File: config.mk
export PLATFORM = sky130hd
export DESIGN_NAME = modbus_rtu_master_framer
export DESIGN_NICKNAME = d
export VERILOG_FILES = /design/src/hdl/mrtu_pkg.sv /design/src/hdl/mrtu_ctrl.sv /design/src/hdl/mrtu_dp.sv /design/src/hdl/modbus_rtu_master_framer.sv
export SDC_FILE = /design/constraint.sdc
export NUM_CORES = 2
export LEC_CHECK = 0
export ABC_AREA = 1
export BUFFER_PORTS_ARGS = -buffer_cell sky130_fd_sc_hd__buf_2
export CAP_MARGIN = 10
export CORE_UTILIZATION = 56
export CTS_BUF_LIST = sky130_fd_sc_hd__clkbuf_8 sky130_fd_sc_hd__clkbuf_16
export CTS_CLUSTER_DIAMETER = 60
export DETAILED_ROUTE_END_ITERATION = 8
export GPL_ROUTABILITY_DRIVEN = 0
export PLACE_DENSITY = 0.72
export SYNTH_ARGS = -nofsm -noshare
export SYNTH_HDL_FRONTEND = slang
export SYNTH_HIERARCHICAL = 1
export SYNTH_SLANG_ARGS = --single-unit
File: constraint.sdc
create_clock -name clk -period 4.9 [get_ports clk]
set_clock_uncertainty 0.2 [all_clocks]
set_input_delay 0 -clock clk [delete_from_list [all_inputs] [get_ports clk]]
set_output_delay 0 -clock clk [all_outputs]
set_load 0.01 [all_outputs]
File: src/hdl/mrtu_pkg.sv
// Package for the Modbus RTU master framer: mode codes, phases, timer and event codes.
// Used by all modules in hdl; depends on nothing.
package mrtu_pkg;

	localparam int unsigned BufferDepthDefault = 256;
	localparam int unsigned LenWidth = 9;
	localparam logic [15:0] CrcInit = 16'hFFFF;
	localparam logic [15:0] CrcPoly = 16'hA001;

	typedef enum logic [2:0] {
		MODE_LOAD    = 3'd0,
		MODE_START   = 3'd1,
		MODE_TXRDY   = 3'd2,
		MODE_RXBYTE  = 3'd3,
		MODE_T35     = 3'd4,
		MODE_TIMEOUT = 3'd5,
		MODE_CHECK   = 3'd6,
		MODE_ACK     = 3'd7
	} mode_t;

	typedef enum logic [1:0] {
		RX_IDLE = 2'd0,
		RX_INIT = 2'd1,
		RX_REC  = 2'd2,
		RX_ERR  = 2'd3
	} rx_phase_t;

	localparam logic [1:0] TMR_NONE    = 2'd0;
	localparam logic [1:0] TMR_RESTART = 2'd1;
	localparam logic [1:0] TMR_STOP    = 2'd2;

	localparam logic [1:0] EV_NONE    = 2'd0;
	localparam logic [1:0] EV_SENT    = 2'd1;
	localparam logic [1:0] EV_RECEIVED = 2'd2;

	// Commands from the controller to the datapath.
	typedef struct packed {
		logic       start;     // latch the input item and run its mode
		logic       mem_rd;    // read the buffer at the selected address
		logic [1:0] rd_sel;    // 0 read pointer, 1 trailer low, 2 trailer high, 3 read index
		logic       crc_init;
		logic       crc_step;  // fold the byte read last cycle into the CRC
		logic       crc_rd;    // read the next CRC byte
		logic       finish;    // result register is loaded
	} dp_cmd_t;

	localparam logic [1:0] RD_PTR   = 2'd0;
	localparam logic [1:0] RD_TLO   = 2'd1;
	localparam logic [1:0] RD_THI   = 2'd2;
	localparam logic [1:0] RD_INDEX = 2'd3;

	typedef struct packed {
		logic [2:0] mode;
		logic       crc_more;  // CRC byte counter below the payload length
	} dp_status_t;

endpackage

File: src/hdl/mrtu_ctrl.sv
// Controller state machine of the Modbus RTU master framer.
// Depends on mrtu_pkg.
module mrtu_ctrl (
	input  logic                   clk,
	input  logic                   arst_n,
	input  logic                   in_fire,
	input  logic                   out_busy,
	input  mrtu_pkg::dp_status_t   status,
	output logic                   in_ready,
	output mrtu_pkg::dp_cmd_t      cmd
);
	import mrtu_pkg::*;

	typedef enum logic [5:0] {
		S_IDLE = 6'b000001,
		S_EXEC = 6'b000010,
		S_RDA  = 6'b000100,
		S_RDB  = 6'b001000,
		S_CRC  = 6'b010000,
		S_DONE = 6'b100000
	} state_t;

	state_t state_q, state_d;

	assign in_ready = (state_q == S_IDLE);

	always_comb begin
		state_d = state_q;
		cmd = '0;
		cmd.start = in_fire;
		unique case (state_q)
			S_IDLE: begin
				if (in_fire) state_d = S_EXEC;
			end
			S_EXEC: begin
				// One read: the send byte, or the trailer low byte in check mode.
				cmd.mem_rd = 1'b1;
				cmd.rd_sel = (status.mode == MODE_CHECK) ? RD_TLO : RD_PTR;
				state_d = (status.mode == MODE_CHECK) ? S_RDA : S_DONE;
			end
			S_RDA: begin
				cmd.mem_rd = 1'b1;
				cmd.rd_sel = RD_THI;
				state_d = S_RDB;
			end
			S_RDB: begin
				cmd.mem_rd = 1'b1;
				cmd.rd_sel = RD_INDEX;
				cmd.crc_init = 1'b1;
				state_d = S_CRC;
			end
			S_CRC: begin
				// Step a byte read in the prior cycle; read the next while more remain.
				cmd.crc_step = 1'b1;
				cmd.crc_rd = status.crc_more;
				if (!status.crc_more) state_d = S_DONE;
			end
			S_DONE: begin
				if (!out_busy) begin
					cmd.finish = 1'b1;
					state_d = S_IDLE;
				end
			end
			default: state_d = S_IDLE;
		endcase
	end

	always_ff @(posedge clk or negedge arst_n) begin
		if (!arst_n) state_q <= S_IDLE;
		else state_q <= state_d;
	end
endmodule

File: src/hdl/mrtu_dp.sv
// Datapath of the Modbus RTU master framer: frame buffer, pointers, phases, CRC, result.
// Depends on mrtu_pkg.
module mrtu_dp #(
	parameter int unsigned BUFFER_DEPTH = mrtu_pkg::BufferDepthDefault
) (
	input  logic                   clk,
	input  logic                   arst_n,
	input  mrtu_pkg::dp_cmd_t      cmd,
	input  logic [2:0]             in_mode,
	input  logic [7:0]             in_data,
	input  logic                   in_clear,
	input  logic [7:0]             in_index,
	output mrtu_pkg::dp_status_t   status,
	output logic [39:0]            res
);
	import mrtu_pkg::*;

	localparam int unsigned AW = $clog2(BUFFER_DEPTH);
	localparam logic [LenWidth-1:0] Depth = LenWidth'(BUFFER_DEPTH);

	logic [7:0] mem_q [BUFFER_DEPTH];
	logic [7:0] rdata_q;

	logic [2:0] mode_q;
	logic [7:0] data_q, index_q;
	logic       clear_q;

	rx_phase_t  rx_q;
	logic       tx_q, link_q, err_q;
	logic [1:0] ev_q;
	logic [LenWidth-1:0] rp_q, wp_q, cnt_q;
	logic [15:0] crc_q;
	logic [7:0]  tlo_q, thi_q;
	logic        rd_ok_q;

	logic        tv_q, lok_q;
	logic [7:0]  rbyte_q;
	logic [1:0]  ctc_q, rtc_q;

	assign status.mode = mode_q;
	assign status.crc_more = (cnt_q + LenWidth'(2)) < wp_q;

	// Store write happens in S_EXEC for load and receive modes.
	logic wr_en;
	logic [LenWidth-1:0] wr_ptr;
	logic                exec_q;
	always_comb begin
		wr_en = 1'b0;
		wr_ptr = wp_q;
		if (exec_q) begin
			if (mode_q == MODE_LOAD) begin
				if (clear_q) wr_ptr = '0;
				wr_en = wr_ptr < Depth;
			end else if (mode_q == MODE_RXBYTE) begin
				if (rx_q == RX_INIT) wr_ptr = '0;
				wr_en = (rx_q == RX_INIT || rx_q == RX_REC) && (wr_ptr < Depth);
			end
		end
	end

	logic [LenWidth-1:0] raddr;
	always_comb begin
		unique case (cmd.rd_sel)
			RD_PTR:   raddr = rp_q;
			RD_TLO:   raddr = wp_q - LenWidth'(2);
			RD_THI:   raddr = wp_q - LenWidth'(1);
			RD_INDEX: raddr = LenWidth'(index_q);
			default:  raddr = rp_q;
		endcase
		if (cmd.crc_rd) raddr = cnt_q;
	end

	always_ff @(posedge clk) begin
		if (wr_en) mem_q[wr_ptr[AW-1:0]] <= data_q;
		if (cmd.mem_rd || cmd.crc_rd) rdata_q <= mem_q[raddr[AW-1:0]];
	end

	// Bitwise CRC update of one byte.
	function automatic logic [15:0] crc_byte(input logic [15:0] c, input logic [7:0] b);
		logic [15:0] x;
		x = c ^ {8'h00, b};
		for (int k = 0; k < 8; k++) x = x[0] ? ((x >> 1) ^ CrcPoly) : (x >> 1);
		return x;
	endfunction

	logic [2:0] sub_q;
	always_ff @(posedge clk or negedge arst_n) begin
		if (!arst_n) begin
			rx_q <= RX_IDLE; tx_q <= 1'b0; link_q <= 1'b0; err_q <= 1'b0;
			ev_q <= EV_NONE; rp_q <= '0; wp_q <= '0; exec_q <= 1'b0; sub_q <= '0;
		end else begin
			exec_q <= cmd.start;
			if (cmd.start) sub_q <= '0;
			else if (sub_q != 3'd7) sub_q <= sub_q + 3'd1;
			if (exec_q) begin
				unique case (mode_q)
					MODE_LOAD: begin
						if (clear_q) rp_q <= '0;
						wp_q <= wr_en ? wr_ptr + LenWidth'(1) : wr_ptr;
					end
					MODE_START: tx_q <= 1'b1;
					MODE_TXRDY: begin
						if (tx_q) begin
							if (rp_q < wp_q) rp_q <= rp_q + LenWidth'(1);
							else begin
								ev_q <= EV_SENT; tx_q <= 1'b0; rx_q <= RX_INIT; link_q <= 1'b1;
							end
						end
					end
					MODE_RXBYTE: begin
						if (rx_q == RX_INIT) begin
							rp_q <= '0; wp_q <= LenWidth'(1); rx_q <= RX_REC;
						end else if (rx_q == RX_REC) begin
							if (wr_en) wp_q <= wp_q + LenWidth'(1);
							else rx_q <= RX_ERR;
						end
					end
					MODE_T35: begin
						if (rx_q != RX_IDLE) begin
							ev_q <= (rx_q == RX_REC) ? EV_RECEIVED : EV_NONE;
							rx_q <= RX_IDLE; link_q <= 1'b0;
						end
					end
					MODE_TIMEOUT: begin
						if (ev_q == EV_SENT) begin
							err_q <= 1'b1; ev_q <= EV_NONE; link_q <= 1'b0;
						end
					end
					MODE_CHECK: ;
					MODE_ACK: begin
						ev_q <= EV_NONE; err_q <= 1'b0;
					end
					default: ;
				endcase
			end
		end
	end

	// Per-item result fields, decided in the execute cycle from the state before it.
	always_ff @(posedge clk) begin
		if (cmd.start) begin
			mode_q <= in_mode; data_q <= in_data; clear_q <= in_clear; index_q <= in_index;
		end
		if (exec_q) begin
			tv_q <= (mode_q == MODE_TXRDY) && tx_q && (rp_q < wp_q);
			lok_q <= (mode_q == MODE_LOAD) && wr_en;
			ctc_q <= (mode_q == MODE_RXBYTE && rx_q != RX_IDLE) ? TMR_RESTART :
			         (mode_q == MODE_T35) ? TMR_STOP : TMR_NONE;
			rtc_q <= (mode_q == MODE_TXRDY && tx_q) ? TMR_RESTART :
			         (mode_q == MODE_TIMEOUT) ? TMR_STOP : TMR_NONE;
			rd_ok_q <= LenWidth'(index_q) < wp_q;
		end
		// Read data order in check mode: trailer low, trailer high, indexed byte.
		if (sub_q == 3'd1) tlo_q <= rdata_q;
		if (sub_q == 3'd2) thi_q <= rdata_q;
		if (sub_q == 3'd3) rbyte_q <= rd_ok_q ? rdata_q : 8'h00;
		// The counter addresses the byte being read; the fold takes the one read before it.
		if (cmd.crc_init) begin
			crc_q <= CrcInit; cnt_q <= '0;
		end else if (cmd.crc_step) begin
			if (cnt_q != '0 && cnt_q + LenWidth'(2) <= wp_q)
				crc_q <= crc_byte(crc_q, rdata_q);
			cnt_q <= cnt_q + LenWidth'(1);
		end
	end

	// Final CRC compare; the CRC of an empty payload is its initial value.
	// The send byte stays in the read register until the result is taken.
	logic check_mode;
	assign check_mode = (mode_q == MODE_CHECK);
	always_comb begin
		logic ok;
		ok = check_mode && (wp_q >= LenWidth'(2)) &&
		     (((wp_q == LenWidth'(2)) ? CrcInit : crc_q) == {thi_q, tlo_q});
		res = {4'h0, lok_q, (check_mode ? rbyte_q : 8'h00), wp_q, ok, err_q, ev_q, rtc_q,
		       ctc_q, link_q, (tv_q ? rdata_q : 8'h00), tv_q};
	end
endmodule

File: src/hdl/modbus_rtu_master_framer.sv
// Top level of the Modbus RTU master framer: stream ports and output register.
// Depends on mrtu_pkg, mrtu_ctrl and mrtu_dp.
//
// Each input transaction carries one command (load, start send, transmitter ready, received
// byte, 3.5-character expiry, response timeout, frame check, acknowledge) and yields exactly one
// result transaction with the link direction, timer commands, event, error flag and buffer length.
// A simple command passes through execute and finish after its accepting edge, and its result
// is registered at finish; the next command is accepted only once the controller is idle again.
// A frame check of a buffer of N bytes, N at least two, passes through execute (trailer low
// read), a trailer high read, an indexed byte read, a CRC walk over the payload and finish; a
// shorter buffer passes the same states with no byte folded. The walk is set by the single
// read port of the frame buffer, which it reads one byte per cycle. A command waits in its
// finish cycle as long as the result register is full and not being read. The buffer needs
// no clearing after reset; the result register lets the next command enter while a result waits.
module modbus_rtu_master_framer #(
	parameter int unsigned BUFFER_DEPTH = mrtu_pkg::BufferDepthDefault
) (
	input  logic        clk,
	input  logic        arst_n,
	input  logic        s_tvalid,
	output logic        s_tready,
	input  logic [23:0] s_tdata,  // mode[2:0], data_byte[10:3], clear_first[11], read_index[19:12]
	output logic        m_tvalid,
	input  logic        m_tready,
	output logic [39:0] m_tdata   // tx_valid, tx_byte, receive_direction, char_timer_cmd,
	                              // reply_timer_cmd, master_event, timeout_error, frame_ok,
	                              // frame_length, read_byte, load_ok
);
	import mrtu_pkg::*;

	dp_cmd_t    cmd;
	dp_status_t status;
	logic       in_ready, in_fire;
	logic [39:0] res;

	assign s_tready = in_ready;
	assign in_fire = s_tvalid && s_tready;

	// The controller waits in its final state while the result register is full and not being read.
	mrtu_ctrl u_ctrl (
		.clk(clk), .arst_n(arst_n), .in_fire(in_fire),
		.out_busy(m_tvalid && !m_tready), .status(status),
		.in_ready(in_ready), .cmd(cmd)
	);

	mrtu_dp #(.BUFFER_DEPTH(BUFFER_DEPTH)) u_dp (
		.clk(clk), .arst_n(arst_n), .cmd(cmd),
		.in_mode(s_tdata[2:0]), .in_data(s_tdata[10:3]), .in_clear(s_tdata[11]),
		.in_index(s_tdata[19:12]), .status(status), .res(res)
	);

	always_ff @(posedge clk or negedge arst_n) begin
		if (!arst_n) m_tvalid <= 1'b0;
		else if (cmd.finish) m_tvalid <= 1'b1;
		else if (m_tready) m_tvalid <= 1'b0;
	end

	always_ff @(posedge clk) begin
		if (cmd.finish) m_tdata <= res;
	end
endmodule
After elaboration in Yosys (flattened, before gate mapping)
Memories as Yosys holds them, arrays and structs flattened. A register that Yosys moved wholly into a read port is not among the register bits.
Cells that the tools add are included.
{ "word_totals": {"register_bits": 148, "latch_bits": 0, "ram_bits": 2048, "rom_bits": 0, "input_bits": 28, "output_inout_bits": 42, "word_cells": 200, "mem_count": 1} }
{ "memory_table": {"columns": ["name", "words", "width", "read_ports", "rd_clocked_by_memory_dff", "wr", "line", "text"], "rows": [
  ["u_dp.mem_q", 256, 8, 1, 1, 1, "mrtu_dp.sv:21", "logic [7:0] mem_q [BUFFER_DEPTH];"]
]} }
{ "op_classes": {"addsub": 8, "multipliers": 0, "div": 0, "order_cmp": 7, "n_eq_ne": 38, "shift": 0, "n_mux": 74, "bitwise_logic": 9, "reduce_logical": 35} }
{ "op_table": {"columns": ["cell", "count"], "rows": [
  ["9-bit two-way mux", 18],
  ["16-bit two-way mux", 9],
  ["9-bit by 1-bit adder with 9-bit output (second input constant)", 4],
  ["6-bit one-hot mux with 6 select lines", 1],
  ["8-bit one-hot mux with 4 select lines", 1],
  ["9-bit one-hot mux with 3 select lines", 1],
  ["2-bit two-way mux", 12],
  ["6-bit two-way mux", 4],
  ["2-bit inverter with 3-bit output", 8],
  ["9-bit less-than comparator", 2],
  ["9-bit less-than comparator (second input constant)", 2],
  ["1-bit two-way mux", 18],
  ["9-bit one-hot mux with 2 select lines", 1],
  ["6-bit AND reduction", 3],
  ["16-bit equality test", 1],
  ["16-bit by 8-bit bitwise XOR with 16-bit output", 1],
  ["2-bit by 1-bit inequality test with 1-bit output (second input constant)", 7],
  ["3-bit by 2-bit equality test with 1-bit output (second input constant)", 4],
  ["3-bit equality test (second input constant)", 4],
  ["2-bit nonzero test", 6],
  ["1-bit logical AND", 10],
  ["9-bit by 2-bit adder with 9-bit output (second input constant)", 1],
  ["9-bit by 2-bit equality test with 1-bit output (second input constant)", 1],
  ["9-bit by 2-bit >= comparator with 1-bit output (second input constant)", 1],
  ["other kinds (35)", 51]
]} }

Depth between registers and ports, before layout
{ "logic_depth": {"depth_word": 17, "depth_mapped": 30, "mapped_depth_nobuf": 27} }

Hierarchy
The synthesis kept the hierarchy.
{ "modules_own_cells": {"columns": ["module", "n_inst", "cells_each", "area_per_inst_um2", "seq_area_each_um2"], "rows": [
  ["mrtu_dp", 1, 7920, 91597.8, 64496.9],
  ["modbus_rtu_master_framer", 1, 48, 1255.0, 1226.2],
  ["mrtu_ctrl", 1, 59, 427.9, 151.4]
]} }

Worst setup path after synthesis
No wires, ideal clock.
{ "synth_timing": {"path_kind": "register to register", "startpoint": "register u_dp.data_q[0]", "endpoint": "memory u_dp.mem_q[0][0] (data pin)", "setup_time_ns": 0.817, "arrival_time_ns": 3.228, "required_time_ns": 3.883, "slack_ns": 0.654, "path_stages_with_launch": 1, "path_buffers": 0, "period_less_slack_ns": 4.246, "path_cell_list": "edfxtp_1"} }
{ "synth_lines": {"columns": ["item", "line", "text"], "rows": [
  ["start, declared", "mrtu_dp.sv:25", "logic [7:0] data_q, index_q;"],
  ["start signal, assigned", "mrtu_dp.sv:142", "mode_q <= in_mode; data_q <= in_data; clear_q <= in_clear; index_q <= in_index;"],
  ["end, declared", "mrtu_dp.sv:21", null]
]} }
No word-level cell before the write port.

==> results.json <==
{
  "max_stage_delay_ns": 0.38,
  "finalSetupViolCount": 0,
  "start_util": 0.5647,
  "power_per_cell_area_mw_per_mm2": 510.7,
  "syn_to_final_growth_pct": 12.38,
  "dr.first_iter.drc_count": 10694,
  "cts_made_buffers": 215,
  "clock_latency_ns": 0.88,
  "drive_gt1_frac": 0.09071,
  "peakVddDrop_mv": 0.3444,
  "status": "complete, but fails checks",
  "drv_slew": 0,
  "critPathKind": "flip-flop to flip-flop",
  "clk_pin_slew_ns": 0.06,
  "root_buffer": "clkbuf_16",
  "cts_num_sinks": 2208,
  "drc": 26,
  "cts_tree": "built",
  "cp-end-kind": "flip-flop",
  "syn_area_per_cell_um2": 11.62,
  "ioPinCount": 70,
  "yosysWarnings": 6,
  "r2r_setup_slack_ns": 0.22,
  "final.setup.tns_ns": 0,
  "finalHoldViolations": 0,
  "finalWirelength_mm": 259.3,
  "ys_seq_area_frac": 0.7062,
  "timing.fmax_ghz": 0.2139,
  "arrival_ns": 5.12,
  "antenna_found_initial": 6,
  "violations": "design-rule violations",
  "cp-start-kind": "flip-flop",
  "port_buffers": 65,
  "htree_levels": 4,
  "hold_slack_ns": 0.1758,
  "numPlacedInstances": 9978,
  "finalInstanceArea_mm2": 0.1048,
  "ys_ff_latch": 2208,
  "placementRows": 149,
  "finalCritPeriodShare": 0.9543,
  "hp-class": "primary input to flip-flop",
  "path_delay_family": "simple AND/OR/NAND/NOR gates",
  "synth_edf_count": 2147,
  "cp_max_fo": 35,
  "synth_top_area_frac": 0.6912,
  "crit_buf_inv": 6,
  "syn-cell-area_mm2": 0.09328,
  "die_h_um": 410.1,
  "grt_pass1_vias": 62486,
  "chipWidth_um": 410.1,
  "dr.pass1.iters": 9,
  "utilization": 0.6347,
  "leakage_nw": 36.84,
  "placed_area_mm2": 0.09710,
  "num_vias": 66584,
  "wire_per_inst_um": 24.83,
  "die-area_mm2": 0.1682,
  "drv_cap": 0,
  "synth_top_cell_by_area": "edfxtp_1",
  "drtAntennaViolNets": 0,
  "yosys-top-cells-area": "edfxtp_1 (69%), nand3_1 (16%), nand2_1 (5.1%)",
  "async_flop_share": 0.01630,
  "grt_use_total": 0.3036,
  "worstMarginPinSlew_ns": 1.228,
  "synth_cell_type_count": 51,
  "viasPerCell": 6.377,
  "period_needed_ns": 4.676,
  "ys.flop_type": "edfxtp_1",
  "grt_max_degree": 144,
  "rsz0062_at_grt": "true",
  "grt_pass1_wl_mm": 386.1,
  "clock_path_buffers": 3,
  "layout.cells.non_filler": 10441,
  "slowest_stage": "dfxtp_1",
  "core_mm2": 0.1652,
  "layout.nets": 8144,
  "syn_inst": 8027,
  "max-slew-margin-rel": 0.1754,
  "cp.required_ns": 5.34,
  "hpwl_mm": 153.9,
  "overflow": 0
}
layout make-up:
type,count,area [µm²]
clock inverters,171,1236
fillers,12146,60350
repair buffers,439,4762
diodes,6,15.01
well taps,2189,2739
flip-flops and latches,2208,65880
clock buffers,221,5485
inverters,196,740.7
multi-input cells,5011,23980
Yosys cell counts (7+ instances only):
| master | count |
|---|---|
| inv_2 | 7 |
| a31oi_1 | 9 |
| nor3_1 | 16 |
| nand4_1 | 8 |
| buf_2 | 406 |
| clkbuf_1 | 165 |
| buf_4 | 19 |
| nand2_2 | 8 |
| nand2_1 | 1256 |
| inv_1 | 184 |
| a21oi_1 | 54 |
| xnor2_1 | 18 |
| nand3_1 | 3074 |
| edfxtp_1 | 2147 |
| nor2_1 | 370 |
| dfrtp_1 | 35 |
| xor2_1 | 18 |
| buf_1 | 20 |
| o21ai_0 | 58 |
| dfxtp_1 | 25 |
| ha_1 | 45 |
| nor2_2 | 8 |
cells in the final DEF, fill, tap and decap left out, drive strengths merged, types with 11 or more instances in the layout:
master | synthesis | layout
edfxtp | 2147 | 2147
a21oi | 55 | 55
nor2 | 384 | 384
clkbuf | 165 | 229
nand3 | 3078 | 3078
clkinv | 5 | 93
xnor2 | 18 | 18
xor2 | 18 | 18
nand2 | 1264 | 1265
dlygate4sd3 | 0 | 46
ha | 45 | 45
buf | 451 | 385
dfrtp | 35 | 35
nor3 | 18 | 18
inv | 191 | 261
dfxtp | 25 | 25
o21ai | 64 | 64
bufinv | 0 | 11
routing by layer:
metal | track usage | share of wire | routed length, µm
met2 | 0.4619 | 0.46 | 118900
met3 | 0.06069 | 0.12 | 32130
met4 | 0.1340 | 0.042 | 10810
met5 | 0 | 0.000069 | 18
met1 | 0.4263 | 0.38 | 97400
registers in the layout, summed over array words and instances, names as in the netlist, 9 cells and up:
name,flops
u_dp/crc_q,16
u_dp/mem_q,2048
u_dp/cnt_q,9
u_dp/rp_q,9
u_dp/wp_q,9
m_tdata,40
per-stage QoR:
stage	setup WS [ns]	total power, mW
6_report	0.2239	53.54
5_1_grt	-0.02361	55.56
4_1_cts	0.001509	52.87
3_5_place_dp	-0.04780	37.26
3_3_place_gp	-0.04698	36.98
2_1_floorplan	0.6543	32.14
timing repair:
action	4_1_cts	5_1_grt
gates resized for setup	1	46
setup endpoints to repair	3	8
hold endpoints to repair	123	0
cloned	0	8
setup buffers	1	8
hold buffers	47	0
pin swaps	1	2
power by group:
part           total (mW)  internal, mW  switching, mW
registers            22.3          22.0          0.363
logic                15.5          4.77           10.7
clock network        15.8          8.68           7.07
total                53.5          35.4           18.1
final timing paths:
check | startpoint | to | cells after the start
max reg2reg | u_dp/cnt_q[4]$_SDFFE_PP0P_ | u_dp/rdata_q[7]$_DFFE_PP_ | 27
min reg2reg | u_dp/lok_q$_DFFE_PP_ | m_tdata[35]$_DFFE_PP_ | 0
min in group asynchronous | arst_n | u_dp/exec_q$_DFF_PN0_ | 5
max in group asynchronous | arst_n | u_dp/wp_q[6]$_DFFE_PN0P_ | 5
max | u_dp/cnt_q[4]$_SDFFE_PP0P_ | u_dp/rdata_q[7]$_DFFE_PP_ | 27
min | s_tdata[6] | u_dp/data_q[3]$_DFFE_PP_ | 3
kinds of logic (layout without fill, tap and decap cells):
family | after synthesis | count (layout) | share of synthesized area
DFF | 2208 | 2208 | 0.7062
buffers and inverters | 812 | 1027 | 0.03937
AOI/OAI and AO/OA | 159 | 159 | 0.009698
other | 1 | 10 | 0.00004020
and+or+nand+nor | 4766 | 4767 | 0.2353
adders and majority gates | 45 | 45 | 0.006036
xor gates and xnor gates | 36 | 36 | 0.003380
tightest hold or removal path: stages:
cell           delay, ns
dlygate4sd3_1       0.51
buf_2               0.10
dlygate4sd3_1       0.53
Power figures use the tool's default switching activity.
